--- src/sv/tbs_pkg.sv ---
// Shared types and constants of the texture bilinear sampler.
package tbs_pkg;

  localparam int unsigned COORD_W = 17;
  localparam int unsigned DIM_W   = 9;
  localparam int unsigned CNT_W   = 3;
  localparam int unsigned BYTE_W  = 8;
  localparam int unsigned NCH     = 4;
  localparam int unsigned RES_W   = 16;
  localparam int unsigned FRAC_W  = 16;
  localparam int unsigned PROD_W  = DIM_W + COORD_W;
  localparam int unsigned ROW_W   = 2 * DIM_W;
  localparam int unsigned WT_W    = 2 * FRAC_W + 1;
  localparam int unsigned ACC_W   = 40;
  localparam int unsigned NTAP    = 4;
  localparam int unsigned TAP_W   = 2;
  localparam int unsigned Q_DEPTH = 2;
  localparam int unsigned HALF    = 1 << (FRAC_W - 1);
  localparam int unsigned ONE     = 1 << FRAC_W;
  localparam int unsigned RND_POS = 24;

  typedef enum logic [1:0] {
    OP_WRITE = 2'd0,
    OP_FETCH = 2'd1,
    OP_BLEND = 2'd2,
    OP_NONE  = 2'd3
  } op_t;

  typedef enum logic [1:0] {
    CFG_WIDTH    = 2'd0,
    CFG_HEIGHT   = 2'd1,
    CFG_CHANNELS = 2'd2,
    CFG_PRESENT  = 2'd3
  } cfg_idx_t;

  typedef enum logic [1:0] {
    K_ZERO   = 2'd0,
    K_WRITE  = 2'd1,
    K_SAMPLE = 2'd2
  } kind_t;

  typedef enum logic {
    ST_IDLE = 1'b0,
    ST_RUN  = 1'b1
  } bstate_t;

  typedef struct packed {
    logic [DIM_W-1:0]  lo;
    logic [DIM_W-1:0]  hi;
    logic [FRAC_W-1:0] frac;
  } axis_t;

  typedef struct packed {
    kind_t                  kind;
    logic [NCH-1:0]         mask;
    logic [NCH*BYTE_W-1:0]  wdata;
    logic [NTAP*WT_W-1:0]   wts;
  } item_t;

  function automatic logic [NCH-1:0] chan_mask(input logic [CNT_W-1:0] cc);
    logic [NCH-1:0] m;
    unique case (cc)
      3'd0:    m = 4'b0000;
      3'd1:    m = 4'b0001;
      3'd2:    m = 4'b0011;
      3'd3:    m = 4'b0111;
      default: m = 4'b1111;
    endcase
    return m;
  endfunction

endpackage

--- src/sv/tbs_queue.sv ---
// Short register queue between the front end and the back end.
module tbs_queue #(
  parameter int unsigned W = 8
) (
  input  logic         clk,
  input  logic         rst_n,
  input  logic         push,
  output logic         full,
  input  logic [W-1:0] din,
  input  logic         pop,
  output logic         empty,
  output logic [W-1:0] dout
);

  localparam int unsigned DEPTH = tbs_pkg::Q_DEPTH;
  localparam int unsigned PTR_W = (DEPTH > 1) ? $clog2(DEPTH) : 1;
  localparam int unsigned CNT_W = $clog2(DEPTH + 1);

  logic [W-1:0]     ent_r [DEPTH];
  logic [PTR_W-1:0] wp_r, wp_nxt;
  logic [PTR_W-1:0] rp_r, rp_nxt;
  logic [CNT_W-1:0] cnt_r, cnt_nxt;
  logic             do_push, do_pop;

  function automatic logic [PTR_W-1:0] bump(input logic [PTR_W-1:0] p);
    return (32'(p) == DEPTH - 1) ? '0 : p + PTR_W'(1);
  endfunction

  assign full    = (32'(cnt_r) == DEPTH);
  assign empty   = (cnt_r == '0);
  assign do_push = push & ~full;
  assign do_pop  = pop & ~empty;
  assign dout    = ent_r[rp_r];

  always_comb begin
    wp_nxt  = do_push ? bump(wp_r) : wp_r;
    rp_nxt  = do_pop ? bump(rp_r) : rp_r;
    cnt_nxt = cnt_r;
    priority if (do_push && !do_pop) cnt_nxt = cnt_r + CNT_W'(1);
    else if (do_pop && !do_push) cnt_nxt = cnt_r - CNT_W'(1);
    else cnt_nxt = cnt_r;
  end

  always_ff @(posedge clk) begin
    if (!rst_n) begin
      wp_r  <= '0;
      rp_r  <= '0;
      cnt_r <= '0;
    end else begin
      wp_r  <= wp_nxt;
      rp_r  <= rp_nxt;
      cnt_r <= cnt_nxt;
    end
    if (do_push) begin
      ent_r[wp_r] <= din;
    end
  end

endmodule

--- config.mk ---
export PLATFORM = sky130hd
export DESIGN_NAME = tbs_queue
export DESIGN_NICKNAME = d
export VERILOG_FILES = /design/src/sv/tbs_pkg.sv /design/src/sv/tbs_queue.sv
export SDC_FILE = /design/constraint.sdc
export NUM_CORES = 1
export LEC_CHECK = 0
export ABC_CLOCK_PERIOD_IN_PS = 2200
export BUFFER_PORTS_ARGS = -buffer_cell sky130_fd_sc_hd__buf_2
export CAP_MARGIN = 25
export CORE_MARGIN = 4
export CORE_UTILIZATION = 52
export CTS_BUF_LIST = sky130_fd_sc_hd__clkbuf_16
export CTS_CLUSTER_DIAMETER = 30
export DETAILED_ROUTE_END_ITERATION = 7
export GPL_TIMING_DRIVEN = 0
export PLACE_DENSITY = 0.78
export SYNTH_ARGS = -nofsm -noshare
export SYNTH_HDL_FRONTEND = slang
export SYNTH_SLANG_ARGS = --single-unit
--- constraint.sdc ---
create_clock -name clk -period 2.2 [get_ports clk]
set_input_delay 0.11 -clock clk [delete_from_list [all_inputs] [get_ports clk]]
set_output_delay 0.11 -clock clk [all_outputs]
set_load 0.02 [all_outputs]
==> impl_results.md, run 1 <==
* Unrepaired setup endpoints after global routing: no
* I/O Pins at 22
* Status: finished clean
* Core ar. at 0.00138 mm²
* Hold WS at 0.0456 ns
* Register area share after synthesis at 71.7%
* Commonest non-fill, non-tap cell in the layout: buf_2
* Detailed Route WL at 1310 µm
* DR vias/cell at 5.11
* Setup WS pre-CTS at approximately 0.60 ns
* Root buffer cell: clkbuf_16
* Reg clk slew, reported paths at around 0.060 ns
* Initial core utilization at 58.6%
* Yosys reg bits at 21
* Max Slew Vio Count at 0
* Hold Violations, Final at 0
* Max Used Layer: met4
* Initial antenna violation count at 0
* Setup TNS at 0 ns
* Hold Crit Class: in -> reg
* CTS Hold Bufs at 0
* Post-synth EDFFs at 16
* Data required time of the worst path at about 2.4 ns
* Metal3 WL at 70 µm
* Maximum clock frequency at 0.626 GHz
* Global-route wire length before repair at 2040 µm
* Antenna viol nets, final at 0
* Max_slew headroom at a little over half
* Cell area after synthesis at 810 µm²
* Total track usage at 14.1%
* Cells after synthesis at 50
* Fin crit share at roughly 73%
* # DRC at 0
* PortBufs at 21
* WP data arrival at 1.78 ns
* Antenna diode count at 0
* CP Launch Type: register
* Final worst slack at 0.602 ns
* Die width at 47.5 µm
* Via count at 460
* Leak pwr at just over 0.4 nW
* Number of distinct library cells after synthesis at 20
* Slowest Stage Delay on Critical Path at just over 0.4 ns
* Die H at 47.5 µm
* Post-DP Area at 933 µm²
* Post-CTS sizing at 0
* Most frequent cells in the layout: buf_2, edfxtp_1, mux2_2
* Layout cell share with drive strength beyond 1 at between 40% and 50%
* Fin util at 73.3%
* TritonRoute pass-1 iters at 4
* Pwr dens at 1310 mW/mm²
* Final worst path period need at roughly 1.6 ns
* Worst Max-Slew Pin Slew at just over 0.7 ns
* Critical-path cell list: nand2b_1 > inv_2 > nor2_1 > ha_1 > or3_1 > a21boi_1
* H-tree lvl count at 1
* Crit Path Class: reg -> reg
* CTS sink cnt at 21
* Net Count, Synth at 63
* TritonCTS Buffers at 3
* Placed wire-length estimate at 943 µm
* Ys flop type: edfxtp_1
* Met1 Wirelength at 489 µm
* Clk buf depth at 2
* GR Overflow Total at 0
* Synth top area share at 59.4%
* Peak VDD IR at 1010 µV
* Number of buffer and inverter stages on the critical path at 1
* Top Family by Delay on Critical Path: simple AND/OR/NAND/NOR gates
* Post-CTS Setup Bufs at 0
* Initial DRC Count at 3
* Largest net degree at the start of global routing at 13
* Post-synth top area cell: edfxtp_1
* Top cells by area, synth: edfxtp_1, dfxtp_1, mux2_2
* Critical Path Slowest Stage Cell: dfxtp_1
* Avg Inst Size Synth at approximately 16 µm²
* Asr flop ratio synth at 0%
* Setup Skew at 0.00401 ns
* Per-cell routed wire length at 14.5 µm
* Clk Latency, worst-skew pair at 0.25 ns
* CTS tree: built
* Routability Congestion at 0.677
* Final instance area at 0.00101 mm²
* Max-cap violations at 0
* Row count at 13
* Layout area overhead at 25.2%
* Met2 WL post-DR at 719 µm
* CP Max Fanout at 5
* Nets at 89
* Setup violators final at 0
* Critical path endpoint category: register
* Vias in the first global route at roughly 480
* Die ar. at ~0.0023 mm²
* Yosys warns at 0
through the flow:
step / instances / power (mW)
2_1_floorplan: 50 / 0.844
3_3_place_gp: 86 / 0.945
3_5_place_dp: 86 / 0.959
4_1_cts: 90 / 1.34
5_1_grt: 90 / 1.40
6_report: 90 / 1.33
worst reg2reg max path, delay by kind of cell, from the launching register on:
family	cells	cell delay, ns
buffers and inverters	1	0.06
flip-flops	1	0.41
AND/OR/NAND/NOR	3	0.63
adder cells (fa/ha/maj)	1	0.27
AO/OA/AOI/OAI	1	0.15
per-layer routing:
metal,GRT usage [%],up-vias
met5,0,-
met3,3.38,4
li1,-,233
met1,14.0,210
met2,24.9,13
met4,11.0,0
kinds of logic (layout without fill, tap and decap cells):
| family | after synthesis | in the layout | share of synthesized area (%) |
|---|---|---|---|
| XOR/XNOR | 3 | 3 | 3.25 |
| adder cells (fa/ha/maj) | 1 | 1 | 1.55 |
| multiplexers | 8 | 8 | 11.1 |
| AO/OA/AOI/OAI | 5 | 5 | 4.02 |
| buffers and inverters | 3 | 28 | 1.54 |
| flip-flops | 21 | 21 | 71.7 |
| AND/OR/NAND/NOR | 9 | 9 | 6.80 |
cell usage after synthesis (2+ instances only):
cell type,count
and2_1,3
xnor2_1,2
mux2_2,8
nor2_1,2
dfxtp_1,5
edfxtp_1,16
report_power, final:
part	switching (mW)	total [mW]	internal, mW
logic	0.229	0.406	0.177
registers	0.0363	0.544	0.507
clock network	0.133	0.376	0.244
total	0.398	1.33	0.928
worst paths after layout:
check	from	endpoint	slack, ns	cells past startpoint
hold reg to reg	cnt_r[1]	cnt_r[1]	0.55	2
hold / removal	din[7]	ent_r[1][7]	0.05	1
setup / recovery	cnt_r[0]	cnt_r[1]	0.60	6
setup reg to reg	cnt_r[0]	cnt_r[1]	0.60	6
state kept, by name, summed over array words and instances, names as in the netlist, named ones only:
| signal | count |
|---|---|
| rp_r | 1 |
| cnt_r | 2 |
| wp_r | 1 |
| ent_r | 16 |
area by class of cell:
type	count	area, µm²
buffer	1	5.00
tap	15	18.8
multi-input combinational	26	216
clock inverter	1	5.00
clock buffer	3	75.1
sequential	21	581
fill	80	369
timing repair buffer	21	105
inverter	2	7.51
(Power assumes the default switching activity.)
==> run 2, diff against run 1 <==
==> config.mk (replaced) <==
export PLATFORM = sky130hd
export DESIGN_NAME = tbs_queue
export DESIGN_NICKNAME = d
export VERILOG_FILES = /design/src/sv/tbs_pkg.sv /design/src/sv/tbs_queue.sv
export SDC_FILE = /design/constraint.sdc
export NUM_CORES = 1
export LEC_CHECK = 0
export ABC_CLOCK_PERIOD_IN_PS = 1600
export BUFFER_PORTS_ARGS = -buffer_cell sky130_fd_sc_hd__buf_2
export CAP_MARGIN = 25
export CORE_MARGIN = 4
export CORE_UTILIZATION = 49
export CTS_BUF_LIST = sky130_fd_sc_hd__clkbuf_16
export CTS_CLUSTER_DIAMETER = 30
export DETAILED_ROUTE_END_ITERATION = 7
export GPL_TIMING_DRIVEN = 0
export PLACE_DENSITY = 0.74
export SYNTH_ARGS = -nofsm -noshare
export SYNTH_HDL_FRONTEND = slang
export SYNTH_SLANG_ARGS = --single-unit
==> constraint.sdc (replaced) <==
create_clock -name clk -period 1.6 [get_ports clk]
set_input_delay 0.08 -clock clk [delete_from_list [all_inputs] [get_ports clk]]
set_output_delay 0.08 -clock clk [all_outputs]
set_load 0.02 [all_outputs]
==> impl_results.md, run 2 (synthesis gave the netlist of run 1 again) <==
* Nets at 89 (unchanged)
* Hold WS at 0.0199 ns (-0.0257 ns)
* Core ar. at 0.00154 mm² (+11%)
* # placed instances at 87 (+1.2%)
* WP data arrival at 1.65 ns (-0.13 ns)
* I/O Pins at 22 (unchanged)
* Final Total Pwr at 1.83 mW (+38%)
* Per-cell routed wire length at 13.9 µm (-4.7%)
* R2R Setup Slk at 0.13 ns (-0.47 ns)
* Initial antenna violation count at 0 (unchanged)
* Detailed Route WL at 1260 µm (-3.6%)
* Commonest non-fill, non-tap cell in the layout: buf_2
* Total track usage at 11.3% (-2.8 points)
* Hold Crit Class: in -> reg
* CP Max Fanout at 5 (unchanged)
* Fin util at 66.4% (-6.9 points)
* Slowest Stage Delay on Critical Path at 0.42 ns (about the same)
* Initial core utilization at 52.5% (-6.0 points)
* Clk buf depth at 2 (unchanged)
* Largest regs: ent_r (16), cnt_r (2)
* Die width at 48.6 µm (+2.5%)
* Final worst path period need at 1.47 ns (-0.127 ns)
* Row count at 14 (+1)
* Die ar. at 0.00237 mm² (+5.1%)
* Routability Congestion at 0.691 (+2.0%)
* Layout area overhead at 26.4%
* Placed wire-length estimate at 916 µm (-2.8%)
* CP Launch Type: register
* CTS Hold Bufs at 0 (unchanged)
* Antenna viol nets, final at 0 (unchanged)
* Setup TNS at 0 ns (unchanged)
* Critical path endpoint category: register
* Hold Violations, Final at 0 (unchanged)
* Fin crit share at 92.0% (+19 points)
* Clk Latency, worst-skew pair at 0.25 ns (about the same)
* H-tree lvl count at 1 (unchanged)
* Critical path depth in cells at 6 (unchanged)
* GR Overflow Total at 0 (unchanged)
* Crit Path Class: reg -> reg
* Root buffer cell: clkbuf_16
* Max reg flops at 16 (unchanged)
* Critical Path Slowest Stage Cell: dfxtp_1
* Largest net degree at the start of global routing at 13 (unchanged)
* Layout cell share with drive strength beyond 1 at 50.7% (+2.7 points)
* # DRC at 0 (unchanged)
* Via count at 456 (-0.87%)
* Critical-path cell list: nand2b_4 > inv_2 > nor2_1 > ha_1 > or3_1 > a21boi_1
* Data required time of the worst path at 1.78 ns (-0.60 ns)
* Most flops, register: ent_r
* Number of buffer and inverter stages on the critical path at 1 (unchanged)
* Setup violators final at 0 (unchanged)
* Top Family by Delay on Critical Path: simple AND/OR/NAND/NOR gates
* DR vias/cell at 5.01 (-2.0%)
* CTS tree: built
* Peak VDD IR at 973 µV (-3.4%)
* Vias in the first global route at 461 (-4.8%)
* Status: finished clean
* Most frequent cells in the layout: buf_2, edfxtp_1, mux2_2
* PortBufs at 21 (unchanged)
* Global-route wire length before repair at 2050 µm (+0.34%)
* Maximum clock frequency at 0.679 GHz (+8.6%)
* Worst Hold Path Cells at 1 (unchanged)
* Reg clk slew, reported paths at 0.05 ns (about the same)
* TritonCTS Buffers at 3 (unchanged)
* Pwr dens at 1790 mW/mm² (+36%)
* TritonRoute pass-1 iters at 4 (unchanged)
* R2r worst-path depth at 6 (unchanged)
* Max-cap violations at 0 (unchanged)
* Leak pwr at 0.414 nW (+0.86%)
* Antenna diode count at 0 (unchanged)
* Worst Max-Slew Pin Slew at 0.704 ns (-0.00835 ns)
* Max Slew Vio Count at 0 (unchanged)
* Initial DRC Count at 8 (+5)
* Unrepaired setup endpoints after global routing: no
* CTS sink cnt at 21 (unchanged)
* Layout Cells excl Fill at 91 (+1.1%)
* Max_slew headroom at 52.8% (+0.56 points)
* Die H at 48.6 µm (+2.5%)
* Setup Skew at 0.000788 ns (-0.00322 ns)
## run 2: cell counts in the layout (fill, tap and decap cells not counted)
No cell type changed its count.
## run 2: final cells by class
class / instances / area, µm²
inverters: 2 / 7.51
multi-input cells: 26 / 224
flip-flops and latches: 21 / 582
plain buffers: 1 / 5.00
well taps: 16 / 20.0
fillers: 125 / 518
clock buffers: 3 / 75.1
clock inverters: 1 / 5.00
repair buffers: 21 / 105
## run 2: metal layers
metal | share of wire [%] | up-vias | GRT usage [%]
li1 | - | 231 | -
met4 | 0 | 0 | 4.04
met1 | 42 | 211 | 13.8
met5 | 0 | - | 0
met2 | 53 | 14 | 19.1
met3 | 5.2 | 0 | 3.07
## run 2: path summary, 6_finish.rpt
path | start | endpoint
worst max register to register | cnt_r[1] | cnt_r[1]
worst min register to register | cnt_r[1] | cnt_r[1]
worst min-delay path | din[4] | ent_r[0][4]
worst max-delay path | cnt_r[1] | cnt_r[1]
## run 2: power breakdown
group / switching [mW] / total, mW / internal (mW) / leakage, nW
registers: 0.0533 / 0.754 / 0.700 / 0.191
clock network: 0.170 / 0.505 / 0.334 / 0.0409
logic: 0.315 / 0.570 / 0.255 / 0.182
## run 2: timing repair
item,4_1_cts,5_1_grt
gates resized for setup,0,2
buffers inserted,0,0
endpoints found under the hold margin,0,0
setup endpoints to repair,0,10
## run 2: stage by stage
step,setup slack (ns),area (µm²)
finish,0.128,1020
detailed placement,0.0282,935
CTS,0.00935,1010
global placement,0.0577,935
floorplan,0.0862,810
global route,0.0180,1020
==> run 3, diff against run 2 <==
==> config.mk (replaced) <==
export PLATFORM = sky130hd
export DESIGN_NAME = tbs_queue
export DESIGN_NICKNAME = d
export VERILOG_FILES = /design/src/sv/tbs_pkg.sv /design/src/sv/tbs_queue.sv
export SDC_FILE = /design/constraint.sdc
export NUM_CORES = 1
export LEC_CHECK = 0
export ABC_CLOCK_PERIOD_IN_PS = 1800
export BUFFER_PORTS_ARGS = -buffer_cell sky130_fd_sc_hd__buf_2
export CAP_MARGIN = 25
export CORE_MARGIN = 4
export CORE_UTILIZATION = 52
export CTS_BUF_LIST = sky130_fd_sc_hd__clkbuf_16
export CTS_CLUSTER_DIAMETER = 30
export DETAILED_ROUTE_END_ITERATION = 7
export GPL_TIMING_DRIVEN = 0
export PLACE_DENSITY = 0.78
export REMOVE_ABC_BUFFERS = 1
export SYNTH_ARGS = -nofsm -noshare
export SYNTH_HDL_FRONTEND = slang
export SYNTH_SLANG_ARGS = --single-unit
==> constraint.sdc (replaced) <==
create_clock -name clk -period 1.8 [get_ports clk]
set_input_delay 0.09 -clock clk [delete_from_list [all_inputs] [get_ports clk]]
set_output_delay 0.09 -clock clk [all_outputs]
set_load 0.02 [all_outputs]
==> impl_results.md, run 3 (synthesis gave the netlist of run 1 again) <==
* Multi-input logic area at 216 µm² (-3.4%)
* Final Total Pwr at 1.62 mW (-12%)
* Post-CTS sizing at 0 (unchanged)
* TritonRoute pass-1 iters at 3 (-1)
* Initial DRC Count at 4 (-4)
* Die ar. at 0.00225 mm² (-4.8%)
* Core ar. at 0.00138 mm² (-10%)
* Max_slew headroom at 51.6% (-1.3 points)
* Max-cap violations at 0 (unchanged)
* Peak VDD IR at 928 µV (-4.6%)
* Most flops, register: ent_r
* # DRC at 0 (unchanged)
* Global-route wire length before repair at 1930 µm (-6.1%)
* Row count at 13 (-1)
* Final worst path period need at 1.60 ns (+0.127 ns)
* Reg clk slew, reported paths at 0.06 ns (about the same)
* Pwr dens at 1600 mW/mm² (-10%)
* Routability Congestion at 0.659 (-4.6%)
* Antenna viol nets, final at 0 (unchanged)
* Post-CTS Setup Bufs at 0 (unchanged)
* CTS Hold Bufs at 0 (unchanged)
* Layout Cells excl Fill at 89 (-2.2%)
* Leak pwr at 0.405 nW (-2.1%)
* Total track usage at 13.4% (+2.1 points)
* Vias in the first global route at 452 (-2.0%)
* Critical-path cell list: nand2b_1 > inv_2 > nor2_1 > ha_1 > or3_1 > a21boi_1
* Setup violators final at 0 (unchanged)
* H-tree lvl count at 1 (unchanged)
* Critical Path Slowest Stage Cell: dfxtp_1
* CP Max Fanout at 5 (unchanged)
* Fin crit share at 88.8% (-3.2 points)
* Root buffer cell: clkbuf_16
* Initial antenna violation count at 0 (unchanged)
* Met2 WL post-DR at 663 µm (-0.75%)
* Die width at 47.5 µm (-2.4%)
* Per-cell routed wire length at 14.5 µm (+4.6%)
* Critical path endpoint category: register
* Nets at 88 (-1.1%)
* DR vias/cell at 5.06 (+0.90%)
* CP Launch Type: register
* Worst Max-Slew Pin Slew at 0.722 ns (+0.0187 ns)
* GR Overflow Total at 0 (unchanged)
* Crit Path Class: reg -> reg
* Layout area overhead at 24.6%
* Hold Crit Class: in -> reg
* Unrepaired setup endpoints after global routing: no
* CTS sink cnt at 21 (unchanged)
* Maximum clock frequency at 0.626 GHz (-7.9%)
* Metal3 WL at 74 µm (+14%)
* Largest net degree at the start of global routing at 13 (unchanged)
* # placed instances at 85 (-2.3%)
* Commonest non-fill, non-tap cell in the layout: buf_2
* Clk Latency, worst-skew pair at 0.25 ns (about the same)
* Die H at 47.5 µm (-2.4%)
* Via count at 450 (-1.3%)
* Max Used Layer: met4
* Flip-flop and latch area at 581 µm² (-0.22%)
* Most frequent cells in the layout: buf_2, edfxtp_1, mux2_2
* Antenna diode count at 0 (unchanged)
* Layout cell share with drive strength beyond 1 at 47.3% (-3.4 points)
* Hold Violations, Final at 0 (unchanged)
* Status: finished clean
* I/O Pins at 22 (unchanged)
* Setup TNS at 0 ns (unchanged)
* Fill count at 88 (-30%)
* Largest regs: ent_r (16), cnt_r (2)
* Slowest Stage Delay on Critical Path at 0.41 ns (about the same)
* Setup Skew at 0.00268 ns (+0.00189 ns)
* Max reg flops at 16 (unchanged)
* Initial core utilization at 58.6% (+6.0 points)
* Data required time of the worst path at 1.98 ns (+0.20 ns)
* TritonCTS Buffers at 3 (unchanged)
* Detailed Route WL at 1290 µm (+2.3%)
* WP data arrival at 1.78 ns (+0.13 ns)
* PortBufs at 21 (unchanged)
* CTS tree: built
* Met1 Wirelength at 537 µm (+1.9%)
* Clk buf depth at 2 (unchanged)
* Max Slew Vio Count at 0 (unchanged)
-- run 3: critical path: cells and delay by family (launching register included) --
family / cells / cell delay, ns
compound gates: 1 / 0.14
flops: 1 / 0.41
buf+inv: 1 / 0.06
fa+ha+maj: 1 / 0.26
simple gates: 3 / 0.64
-- run 3: path summary, 6_finish.rpt --
path                                from           to  slack, ns  cells past startpoint
worst min-delay path              din[7]  ent_r[1][7]       0.03                      1
worst max-delay path            cnt_r[0]     cnt_r[1]       0.20                      6
worst min register to register  cnt_r[1]     cnt_r[1]       0.58                      2
worst max register to register  cnt_r[0]     cnt_r[1]       0.20                      6
-- run 3: area by class of cell --
type                            count  area share (%)
Tap cell                           15            1.86
Inverter                            2           0.744
Clock inverter                      1           0.496
Sequential cell                    21            57.6
Clock buffer                        3            7.44
Timing Repair Buffer               21            10.4
Multi-Input combinational cell     26            21.5
-- run 3: per-stage QoR --
stage,hold slack (ns),cell area (µm²),setup WS (ns),util [%]
final,0.0273,1010,0.201,72.9
after floorplan,0.189,805,0.286,-
after detailed placement,0.283,928,0.192,67.1
after CTS,0.0246,1010,0.189,72.9
after global placement,0.279,928,0.263,67.1
after global routing,0.0231,1010,0.0932,72.9
-- run 3: where the power goes --
part | internal, mW | switching (mW)
logic | 0.210 | 0.256
clock network | 0.298 | 0.163
registers | 0.620 | 0.0681
total | 1.13 | 0.487
-- run 3: per-layer routing --
layer / global-route usage (%) / vias up
li1: - / 229
met1: 13.4 / 207
met2: 23.5 / 12
met3: 3.76 / 2
met4: 9.94 / 0
met5: 0 / -
